File: config.mk
export PLATFORM = sky130hd
export DESIGN_NAME = pcm_normalize_downmix
export DESIGN_NICKNAME = d
export VERILOG_FILES = /design/src/sv/pnd_pkg.sv /design/src/sv/pnd_decode.sv /design/src/sv/pcm_normalize_downmix.sv
export SDC_FILE = /design/constraint.sdc
export NUM_CORES = 2
export LEC_CHECK = 0
export ABC_AREA = 1
export BUFFER_PORTS_ARGS = -buffer_cell sky130_fd_sc_hd__buf_2
export CORE_AREA = 8 8 445 534
export DETAILED_ROUTE_END_ITERATION = 16
export DIE_AREA = 0 0 453 542
export SLEW_MARGIN = 20
export SYNTH_ARGS = -nofsm -noshare
export SYNTH_HDL_FRONTEND = slang
export SYNTH_SLANG_ARGS = --single-unit
File: constraint.sdc
create_clock -name clk_i -period 15 [get_ports clk_i]
set_clock_uncertainty 0.05 [all_clocks]
set_input_delay 0.75 -clock clk_i [delete_from_list [all_inputs] [get_ports clk_i]]
set_output_delay 0.75 -clock clk_i [all_outputs]
set_load 0.05 [all_outputs]
File: src/sv/pnd_pkg.sv
// ----------------------------------------------------------------------------
// pnd_pkg: shared types and constants for the PCM normalizer / downmixer
// Format codes, register indexes and fixed-point limits.
// ----------------------------------------------------------------------------
package pnd_pkg;

  localparam logic [2:0] FMT_U8  = 3'd0;
  localparam logic [2:0] FMT_S16 = 3'd1;
  localparam logic [2:0] FMT_S24 = 3'd2;
  localparam logic [2:0] FMT_S32 = 3'd3;
  localparam logic [2:0] FMT_F32 = 3'd4;
  localparam logic [2:0] FMT_F64 = 3'd5;

  localparam logic [1:0] REG_FORMAT   = 2'd0;
  localparam logic [1:0] REG_CHANNELS = 2'd1;
  localparam logic [1:0] REG_LEFT     = 2'd2;

  localparam logic [24:0] Q23_ONE    = 25'h0800000;
  localparam logic [23:0] FULL_SCALE = 24'd8387769;

  typedef struct packed {
    logic signed [24:0] value;
    logic               clamped;
  } dec_t;

endpackage

File: src/sv/pnd_decode.sv
// ----------------------------------------------------------------------------
// pnd_decode: raw sample to signed Q23
// Combinational decode of PCM and float formats with clamp and NaN handling.
// ----------------------------------------------------------------------------
module pnd_decode import pnd_pkg::*; (
  input  logic [2:0]  fmt_i,
  input  logic [63:0] bits_i,
  output dec_t        dec_o
);

  logic [7:0]  e32;
  logic [10:0] e64;
  logic [22:0] m32;
  logic [51:0] m64;
  logic [10:0] sh64;
  logic [7:0]  sh32;
  logic [52:0] full64;
  logic [23:0] mag;
  logic        neg;

  assign e32  = bits_i[30:23];
  assign m32  = bits_i[22:0];
  assign e64  = bits_i[62:52];
  assign m64  = bits_i[51:0];
  assign sh32 = 8'd127 - e32;
  assign sh64 = 11'd1052 - e64;
  assign full64 = {1'b1, m64} >> sh64[5:0];

  always_comb begin
    dec_o = '0;
    mag = '0;
    neg = 1'b0;
    case (fmt_i)
      // offset binary: flipping the top bit gives x - 128, sign-extended
      FMT_U8:  dec_o.value = {~bits_i[7], ~bits_i[7], bits_i[6:0], 16'h0};
      FMT_S16: dec_o.value = {{1{bits_i[15]}}, bits_i[15:0], 8'h0};
      FMT_S24: dec_o.value = {bits_i[23], bits_i[23:0]};
      FMT_S32: dec_o.value = {bits_i[31], bits_i[31:8]};
      FMT_F32: begin
        neg = bits_i[31];
        if (e32 == 8'hFF && m32 != '0) mag = '0;
        else if (e32 > 8'd127 || (e32 == 8'd127 && m32 != '0)) begin
          dec_o.clamped = 1'b1;
          dec_o.value = neg ? -$signed(Q23_ONE) : $signed(Q23_ONE);
        end else if (e32 != '0 && sh32 < 8'd24) mag = {1'b1, m32} >> sh32[4:0];
        if (!dec_o.clamped) dec_o.value = neg ? -$signed({1'b0, mag}) : $signed({1'b0, mag});
      end
      FMT_F64: begin
        neg = bits_i[63];
        if (e64 == 11'h7FF && m64 != '0) mag = '0;
        else if (e64 > 11'd1023 || (e64 == 11'd1023 && m64 != '0)) begin
          dec_o.clamped = 1'b1;
          dec_o.value = neg ? -$signed(Q23_ONE) : $signed(Q23_ONE);
        end else if (e64 != '0 && sh64 < 11'd53) mag = full64[23:0];
        if (!dec_o.clamped) dec_o.value = neg ? -$signed({1'b0, mag}) : $signed({1'b0, mag});
      end
      default: dec_o = '0;
    endcase
  end

endmodule

File: src/sv/pcm_normalize_downmix.sv
// ----------------------------------------------------------------------------
// pcm_normalize_downmix: sample normalizer and mono downmixer
// Decodes one sample per request; per frame, unless left-only, divides the
// channel sum by the channel count (shift/subtract) and tracks stereo energy.
// ----------------------------------------------------------------------------
// channel | direction | handshake
// cfg     | in        | cfg_we_i, cfg_idx_i, cfg_data_i
// sample  | in        | sample_valid_i / sample_stall_o
// mono    | out       | mono_valid_o / mono_stall_i
// Non-final sample: accept, then decode. Frame-ending sample: accept, decode,
// finish and output in left-only mode; a channel mean adds a 28-step restoring
// divider, and stereo mean mode also a shared 25x25 multiplier that adds LL,
// RR and LR one per cycle. Reset sets control registers to defaults and
// clears all file state. The result waits in an output register while
// stalled; no request is taken until it leaves.
module pcm_normalize_downmix import pnd_pkg::*; #(
  parameter int MAX_CHANNELS = 8,
  parameter int MAX_FRAMES   = 65536
) (
  input  logic        clk_i,
  input  logic        rst_ni,
  input  logic        cfg_we_i,
  input  logic [1:0]  cfg_idx_i,
  input  logic [3:0]  cfg_data_i,
  input  logic        sample_valid_i,
  output logic        sample_stall_o,
  input  logic [63:0] sample_bits_i,
  input  logic        last_sample_i,
  output logic        mono_valid_o,
  input  logic        mono_stall_i,
  output logic signed [24:0] mono_sample_o,
  output logic        end_of_file_o,
  output logic        phase_cancel_o,
  output logic        already_clipped_o,
  output logic [19:0] clamped_count_o,
  output logic [16:0] full_scale_count_o
);

  localparam int CW = $clog2(MAX_CHANNELS + 1);
  localparam int IW = (MAX_CHANNELS > 1) ? $clog2(MAX_CHANNELS) : 1;
  localparam logic [19:0] CLAMP_LIM = 20'(MAX_FRAMES * MAX_CHANNELS);
  localparam logic [16:0] FRAME_LIM = 17'(MAX_FRAMES);

  localparam logic [2:0] S_IDLE = 3'd0;
  localparam logic [2:0] S_DEC  = 3'd1;
  localparam logic [2:0] S_DIV  = 3'd2;
  localparam logic [2:0] S_MUL  = 3'd3;
  localparam logic [2:0] S_FIN  = 3'd4;
  localparam logic [2:0] S_OUT  = 3'd5;

  logic [2:0] state_q, state_d;
  logic [2:0] fmt_q;
  logic [3:0] chn_q;
  logic       left_q;
  logic [63:0] bits_q;
  logic        last_q;
  dec_t        dec;

  logic [IW-1:0] idx_q;
  logic signed [27:0] sum_q;
  logic signed [24:0] left_val_q, right_q;
  logic [16:0] frames_q, fs_q;
  logic [19:0] clamp_q;
  logic [63:0] ll_q, rr_q;
  logic signed [63:0] lr_q;
  logic [27:0] quo_q, rem_q;
  logic [4:0]  step_q;
  logic [1:0]  mstep_q;
  logic        neg_q;
  logic signed [24:0] mono_q;

  logic [CW-1:0] ch_eff;
  logic [28:0]   rem_sh;
  logic signed [24:0] ma, mb;
  logic signed [49:0] prod;
  logic signed [64:0] lr_sum;
  logic [64:0]   u_sum;
  logic [24:0]   mono_mag;

  pnd_decode u_dec (.fmt_i(fmt_q), .bits_i(bits_q), .dec_o(dec));

  always_comb begin
    if (chn_q == '0) ch_eff = CW'(1);
    else if (32'(chn_q) > MAX_CHANNELS) ch_eff = CW'(MAX_CHANNELS);
    else ch_eff = CW'(chn_q);
  end

  assign rem_sh  = {rem_q, quo_q[27]};
  assign ma = (mstep_q == 2'd1) ? right_q : left_val_q;
  assign mb = (mstep_q == 2'd0) ? left_val_q : right_q;
  assign prod = ma * mb;
  assign u_sum = {1'b0, (mstep_q == 2'd0) ? ll_q : rr_q} + {16'd0, prod[48:0]};
  assign lr_sum = {lr_q[63], lr_q} + 65'(prod);
  assign mono_mag = mono_q[24] ? 25'(-mono_q) : 25'(mono_q);

  assign sample_stall_o = (state_q != S_IDLE);

  always_comb begin
    state_d = state_q;
    unique case (state_q)
      S_IDLE: if (sample_valid_i) state_d = S_DEC;
      S_DEC: begin
        if (32'(idx_q) + 1 < 32'(ch_eff)) state_d = S_IDLE;
        else if (left_q) state_d = S_FIN;
        else state_d = S_DIV;
      end
      S_DIV: if (step_q == 5'd27) state_d = (ch_eff == CW'(2)) ? S_MUL : S_FIN;
      S_MUL: if (mstep_q == 2'd2) state_d = S_FIN;
      S_FIN: state_d = S_OUT;
      S_OUT: if (!mono_stall_i) state_d = S_IDLE;
      default: state_d = S_IDLE;
    endcase
  end

  always_ff @(posedge clk_i or negedge rst_ni) begin
    if (!rst_ni) begin
      state_q <= S_IDLE;
      fmt_q <= FMT_S16; chn_q <= 4'd1; left_q <= 1'b0;
      bits_q <= '0; last_q <= 1'b0; right_q <= '0;
      idx_q <= '0; sum_q <= '0; left_val_q <= '0;
      frames_q <= '0; fs_q <= '0; clamp_q <= '0;
      ll_q <= '0; rr_q <= '0; lr_q <= '0;
      quo_q <= '0; rem_q <= '0; neg_q <= 1'b0; mono_q <= '0;
      step_q <= '0; mstep_q <= '0;
      mono_sample_o <= '0; clamped_count_o <= '0; full_scale_count_o <= '0;
      end_of_file_o <= 1'b0; phase_cancel_o <= 1'b0; already_clipped_o <= 1'b0;
    end else begin
      state_q <= state_d;
      if (cfg_we_i) begin
        unique case (cfg_idx_i)
          REG_FORMAT:   fmt_q <= cfg_data_i[2:0];
          REG_CHANNELS: chn_q <= cfg_data_i;
          REG_LEFT:     left_q <= cfg_data_i[0];
          default: ;
        endcase
      end
      unique case (state_q)
        S_IDLE: if (sample_valid_i) begin
          bits_q <= sample_bits_i;
          last_q <= last_sample_i;
        end
        S_DEC: begin
          logic signed [27:0] ns;
          ns = (idx_q == '0) ? 28'(dec.value) : sum_q + 28'(dec.value);
          right_q <= dec.value;
          step_q <= '0; mstep_q <= '0;
          if (32'(idx_q) + 1 < 32'(ch_eff)) begin
            if (last_q) begin
              // partial last frame: drop it and the file's totals
              idx_q <= '0; sum_q <= '0; left_val_q <= '0;
              frames_q <= '0; fs_q <= '0; clamp_q <= '0;
              ll_q <= '0; rr_q <= '0; lr_q <= '0;
            end else begin
              idx_q <= idx_q + IW'(1);
              sum_q <= ns;
              if (idx_q == '0) left_val_q <= dec.value;
              if (dec.clamped && clamp_q < CLAMP_LIM) clamp_q <= clamp_q + 20'd1;
            end
          end else begin
            idx_q <= '0;
            sum_q <= ns;
            if (idx_q == '0) left_val_q <= dec.value;
            if (dec.clamped && clamp_q < CLAMP_LIM) clamp_q <= clamp_q + 20'd1;
            neg_q <= ns[27];
            quo_q <= ns[27] ? 28'(-ns) : 28'(ns);
            rem_q <= '0;
            mono_q <= (idx_q == '0) ? dec.value : left_val_q;
          end
        end
        S_DIV: begin
          // restoring divide, one quotient bit per cycle
          if (rem_sh >= 29'(ch_eff)) begin
            rem_q <= 28'(rem_sh - 29'(ch_eff));
            quo_q <= {quo_q[26:0], 1'b1};
          end else begin
            rem_q <= rem_sh[27:0];
            quo_q <= {quo_q[26:0], 1'b0};
          end
          step_q <= step_q + 5'd1;
          if (step_q == 5'd27)
            mono_q <= neg_q ? -$signed(25'({quo_q[26:0], rem_sh >= 29'(ch_eff)}))
                            : $signed(25'({quo_q[26:0], rem_sh >= 29'(ch_eff)}));
        end
        S_MUL: begin
          mstep_q <= mstep_q + 2'd1;
          if (mstep_q == 2'd0) ll_q <= u_sum[64] ? '1 : u_sum[63:0];
          else if (mstep_q == 2'd1) rr_q <= u_sum[64] ? '1 : u_sum[63:0];
          else if (lr_sum[64] != lr_sum[63])
            lr_q <= lr_sum[64] ? {1'b1, 63'd0} : {1'b0, {63{1'b1}}};
          else lr_q <= lr_sum[63:0];
        end
        S_FIN: begin
          logic [16:0] nf, nfs;
          nf  = (frames_q < FRAME_LIM) ? frames_q + 17'd1 : frames_q;
          nfs = (mono_mag >= 25'(FULL_SCALE) && fs_q < FRAME_LIM) ? fs_q + 17'd1 : fs_q;
          mono_sample_o <= mono_q;
          end_of_file_o <= last_q;
          clamped_count_o <= clamp_q;
          full_scale_count_o <= nfs;
          phase_cancel_o <= last_q && ll_q != '0 && rr_q != '0 && lr_q[63];
          already_clipped_o <= last_q && (27'(nfs) * 27'd1000 > 27'(nf));
          if (last_q) begin
            frames_q <= '0; fs_q <= '0; clamp_q <= '0; sum_q <= '0;
            left_val_q <= '0; ll_q <= '0; rr_q <= '0; lr_q <= '0;
          end else begin
            frames_q <= nf; fs_q <= nfs;
          end
        end
        default: ;
      endcase
    end
  end

  assign mono_valid_o = (state_q == S_OUT);

  a_no_accept_busy: assert property (@(posedge clk_i) disable iff (!rst_ni)
    state_q != S_IDLE |-> sample_stall_o) else $error("accept while busy");
  a_out_from_fin: assert property (@(posedge clk_i) disable iff (!rst_ni)
    $rose(mono_valid_o) |-> $past(state_q) == S_FIN) else $error("bad out entry");
  a_div_len: assert property (@(posedge clk_i) disable iff (!rst_ni)
    state_q == S_DIV |-> step_q <= 5'd27) else $error("divider overrun");
  a_sat: assert property (@(posedge clk_i) disable iff (!rst_ni)
    fs_q <= frames_q) else $error("full scale above frames");

endmodule
# After elaboration in Yosys (flattened, before gate mapping)
# Index checks and enable logic that the tools add are counted.
# totals
input_bits,76
rom_bits,0
latchBits,0
register_bits,557
n_memories,0
mem_bits_rw,0
# op_classes
n_lt_le_gt_ge,12
mul,2
n_addsub,18
reduce_logical,44
n_mux,91
n_eq_ne,33
shifts,2
div_mod_pow,0
bitwise,2
# op_table
cell,n
$mux W64,15
$pmux W64 S3,3
$mux W25,16
$mux W28,8
$mux W24,8
$pmux W28 S2,3
$mux W26,6
$pmux W25 S6,1
$reduce_bool A64 Y1,2
$mux W17,6
$pmux W25 S2,2
$mux W20,4
$pmux W17 S2,2
$add A64 B49 Y65,1
$add A64 B50 Y65,1
$shr A53 B6 Y24,1
$reduce_bool A52 Y1,1
$mul A25 B25 Y50,1
$neg A24 Y25,2
$neg A25 Y25,2
$pmux W20 S2,1
$add A17 B1 Y17 const B,2
$lt A17 B17 Y1 const B,2
$ge A29 B4 Y1,1
other kinds (55),113

# Longest topological paths before layout
# logic_depth
word_depth,17
ltp_mapped,58
ltp_nobuf,54

# Hierarchy
# Synthesis repeated with hierarchy kept, for this count alone.
# hier_totals
cells_unflattened,9917
hier_area_um2,70909.3
# by_module_without_submodules
module,area_per_inst_um2,instances,cells_each,seq_area_each_um2
pcm_normalize_downmix,63639.8,1,8325,13940.9
pnd_decode,7269.5,1,1592,0.0

# Worst setup path before layout
# No wires, ideal clock.
# synth_path
path_type,reg-to-reg
startpoint,reg mstep_q[0]
endpoint,reg lr_q[54]
required_time_ns,14.884
setup_time_ns,0.066
setup_slack_ns,4.290
arrival_ns,10.594
stages_incl_launch_ff,51
path_cell_list,dfrtp_1 -> inv_1 -> ha_1 -> clkbuf_1 -> clkbuf_1 -> nand2_1 -> o21ai_1 -> clkbuf_1 -> nand2_1 -> fa_1 -> inv_1 -> fa_1 -> inv_1 -> fa_1 -> fa_1 -> inv_1 -> fa_1 -> fa_1 -> (+15 left out) -> o211ai_1 -> a21oi_1 -> o41ai_1 -> xnor2_1 -> ha_1 -> a21oi_1 -> inv_1 -> a31oi_1 -> o21ai_0 -> nand3_1 -> nand2_1 -> a221oi_1 -> nand2_1 -> xor2_1 -> a21oi_1 -> clkbuf_1 -> o21ai_0 -> nand2_1
# synth_via
elab_chain_len,9
# synth_lines
item,line_no,source
start: declaration,pcm_normalize_downmix.sv:68,logic [1:0] mstep_q;
start signal: assignment,pcm_normalize_downmix.sv:185,mstep_q <= mstep_q + 2'd1;
$eq A2 B1 Y1 or $logic_not A2 Y1 (tied branches),-,
"$mux W25, on equally long branches","pcm_normalize_downmix.sv:89, pcm_normalize_downmix.sv:90",
$mul A25 B25 Y50,pcm_normalize_downmix.sv:91,assign prod = ma * mb;
$add A64 B50 Y65,pcm_normalize_downmix.sv:93,"assign lr_sum = {lr_q[63], lr_q} + 65'(prod);"
$mux W64 or $ne A1 B1 Y1 (tied branches),"pcm_normalize_downmix.sv:189, pcm_normalize_downmix.sv:188",
$mux W64,pcm_normalize_downmix.sv:188,else if (lr_sum[64] != lr_sum[63])
$mux W64,pcm_normalize_downmix.sv:187,else if (mstep_q == 2'd1) rr_q <= u_sum[64] ? '1 : u_sum[63:0];
$mux W64,pcm_normalize_downmix.sv:186,if (mstep_q == 2'd0) ll_q <= u_sum[64] ? '1 : u_sum[63:0];
$pmux W64 S3,pcm_normalize_downmix.sv:137,unique case (state_q)
end signal: assignment,pcm_normalize_downmix.sv:189,"lr_q <= lr_sum[64] ? {1'b1, 63'd0} : {1'b0, {63{1'b1}}};"
end signal: assignment,pcm_normalize_downmix.sv:190,else lr_q <= lr_sum[63:0];
end: declaration,pcm_normalize_downmix.sv:65,logic signed [63:0] lr_q;
# Parallel ways exist; a longest one is shown, timed or not. The select of a mux whose other input is x is not followed.
# A chain may end at the register's enable or synchronous reset.

# Worst setup path in the final report
# layout_path
startpoint,reg mstep_q[0]
endpoint,reg lr_q[53]
# The elaborated chain is that of the path after synthesis.

==> impl_metrics.json <==
{
  "seq_area_frac_synth_pct": 20.5,
  "syn_area_um2": 68200,
  "cp_data_required_time_ps": 15550,
  "dieArea_um2": 246000,
  "dr.pass1.iters": 8,
  "htreeDepth": 3,
  "critPathKind": "flip-flop to flip-flop",
  "synth-edff-count": 0,
  "area.sequential_um2": 13900,
  "min_period_ps": 13070,
  "drtAntennaViolNets": 0,
  "synth_seq_cells": 557,
  "drc": 0,
  "maxSlewViolCount": 0,
  "core_area_um2": 229000,
  "fin_cells": 12426,
  "fin_crit_sh_pct": 87.1,
  "synth_cell_types": 70,
  "start_util_pct": 29.7,
  "ios": 143,
  "critPathCaptureType": "flip-flop",
  "routed_via_density": 5.04,
  "dp_hpwl_um": 192000,
  "crit_slowest_cell": "fa_1",
  "post_cts_resized": 0,
  "synth.cells.most_frequent": "2076 x nand2_1, 1527 x inv_1, 895 x nor2_1, 734 x o21ai_0, 720 x fa_1",
  "nFillCells": 24708,
  "cts_setup_buffers": 0,
  "slowest_delay_ps": 890,
  "clk_latency_ps": 690,
  "io_buffers": 142,
  "synth_top_area_share_pct": 21.1,
  "setup_tns_ps": 0,
  "synth_nets": 10547,
  "crit_top_cell": "nand2_1",
  "die_w_um": 453,
  "critPathArrivalTime_ps": 13620,
  "cts_tree": "yes",
  "antenna_found_initial": 4,
  "setup_violations": 0,
  "hold_violations": 0,
  "clk_pin_slew_worst_paths_ps": 60,
  "max_freq_mhz": 76.5,
  "synthFlopType": "dfrtp_1",
  "grt_pass1_vias": 62701,
  "cap_viol_max_count": 0,
  "postSynthAreaPerCell_um2": 7.27,
  "slew_headroom_pct": 26.9,
  "r2r_end": "lr_q[53]",
  "gr-total-overflow": 0,
  "rows": 193,
  "first_iter_violations": 5502,
  "synth_top_area_cell": "fa_1",
  "synth_most_common_cell": "nand2_1",
  "placed_cells": 12301,
  "drt-total-wl_um": 239000,
  "ys.warnings.count": 0,
  "globalplace.congestion": 1.01,
  "status": "finished clean",
  "synthCells": 9375,
  "numCtsBuffers": 68,
  "route.vias.total": 62607,
  "cts_hold_buffers": 0,
  "cts.path.max_buffers": 3,
  "worstPathMaxFanout": 51,
  "rrSetupSlack_ps": 1930,
  "multi_input_area_um2": 47000,
  "grt_pass1_wl_um": 369000,
  "grtUsageTotal_pct": 19.1,
  "cts-root-buf": "clkbuf_16",
  "reg2regPathDepth": 42,
  "fin_util_pct": 32.5,
  "clock_sinks": 557,
  "ys_top_cells_by_area": "fa_1 21%, dfrtp_1 20%, nand2_1 11%",
  "syn_to_final_growth_pct": 9.28,
  "nets": 10521,
  "grt_max_degree": 155,
  "hp-class": "input pin to async pin",
  "drive_gt1_share_pct": 5.47,
  "critPathLaunchType": "flip-flop",
  "rr_startpoint": "mstep_q[0]",
  "rsz0062_at_grt": "false",
  "wl_per_cell_um": 19.2,
  "fp.dieH_um": 542,
  "max_slew.worst_pin.slew_ps": 1090,
  "synth-async-reset-ratio_pct": 100
}
[per-stage QoR]
| stage | cell area (um^2) | worst slack (ps) | hold WS [ps] |
|---|---|---|---|
| final | 74500 | 1930 | 43.0 |
| after global routing | 74500 | 756 | 77.1 |
| after CTS | 74500 | 1850 | 38.3 |
| after detailed placement | 72200 | 1870 | 406 |
| after global placement | 72100 | 1900 | 410 |
| after floorplan | 68200 | 4290 | 404 |
[sequential cells by signal, indices dropped and copies added (netlist names), 2 cells and up]
signal	cells
mono_q	25
idx_q	3
rem_q	28
bits_q	64
frames_q	17
clamped_count_o	20
left_val_q	25
chn_q	4
fmt_q	3
fs_q	17
state_q	3
step_q	5
rr_q	64
ll_q	64
mono_sample_o	25
quo_q	28
sum_q	28
full_scale_count_o	17
lr_q	64
clamp_q	20
mstep_q	2
right_q	25
[area by class of cell]
| class | instances | area share (%) |
|---|---|---|
| well taps | 3022 | 5.08 |
| diodes | 1 | 0.00336 |
| multi-input cells | 6911 | 63.2 |
| repair buffers | 247 | 2.04 |
| inverters | 1564 | 7.89 |
| flip-flops and latches | 557 | 18.7 |
| clock inverters | 31 | 0.480 |
| clock buffers | 93 | 2.63 |
[placed cells by master, fill, tap and decap left out, types with 13 or more instances in the layout]
cell type / n
inv_1: 1526
xnor2_1: 91
nand2_2: 23
nand3_1: 681
nand4_1: 59
mux2_2: 22
ha_1: 373
o21bai_1: 16
dfrtp_1: 554
o21ai_0: 721
nor2_2: 22
a21o_1: 13
o21ai_1: 51
a31oi_1: 76
buf_4: 104
o211ai_1: 23
nor4_1: 63
buf_2: 141
clkinv_1: 21
clkbuf_16: 70
inv_2: 16
a21oi_1: 426
o221ai_1: 19
nand2_1: 2075
nor3_1: 83
nor2_1: 889
fa_1: 720
o22ai_1: 109
xor2_1: 188
o21a_1: 15
[worst max-delay path, delay by kind of cell, from the launching register on]
kind / cells / cell delay [ps]
compound gates: 6 / 1840
buf+inv: 10 / 2590
fa+ha+maj: 9 / 5260
flops: 1 / 380
simple gates: 15 / 2170
xor+xnor: 2 / 620
[how the worst max path moves through the flow]
stage	start	to	cells after the start
2_1_floorplan	mstep_q[0]	lr_q[54]	50
3_3_place_gp	mstep_q[1]	lr_q[56]	53
3_5_place_dp	mstep_q[0]	lr_q[56]	49
4_1_cts	mstep_q[0]	lr_q[56]	49
5_1_grt	mstep_q[0]	lr_q[58]	51
6_report	mstep_q[0]	lr_q[53]	42
[cells by family (layout without fill, tap and decap cells)]
family | count (synthesis) | in the layout | synth area share [%]
buffers and inverters | 1907 | 1935 | 10.7
XOR/XNOR | 281 | 281 | 3.64
flip-flops | 557 | 557 | 20.5
multiplexers | 22 | 22 | 0.364
other | 0 | 1 | 0
AND/OR/NAND/NOR | 3964 | 3964 | 24.3
adder cells (fa/ha/maj) | 1096 | 1096 | 28.1
AO/OA/AOI/OAI | 1548 | 1548 | 12.4
[routing by layer]
metal,wire length (um),vias to the layer above,GRT usage (%),part of all wire (%)
met5,27,-,0,0.011
met4,18300,4,12.1,7.7
met3,14700,644,3.18,6.2
met2,113000,2098,32.0,47
met1,93000,30057,22.6,39
li1,-,29804,-,-
Power is not shown: default switching activity piles up to over one toggle a cycle in this logic, so the estimate is an artifact.
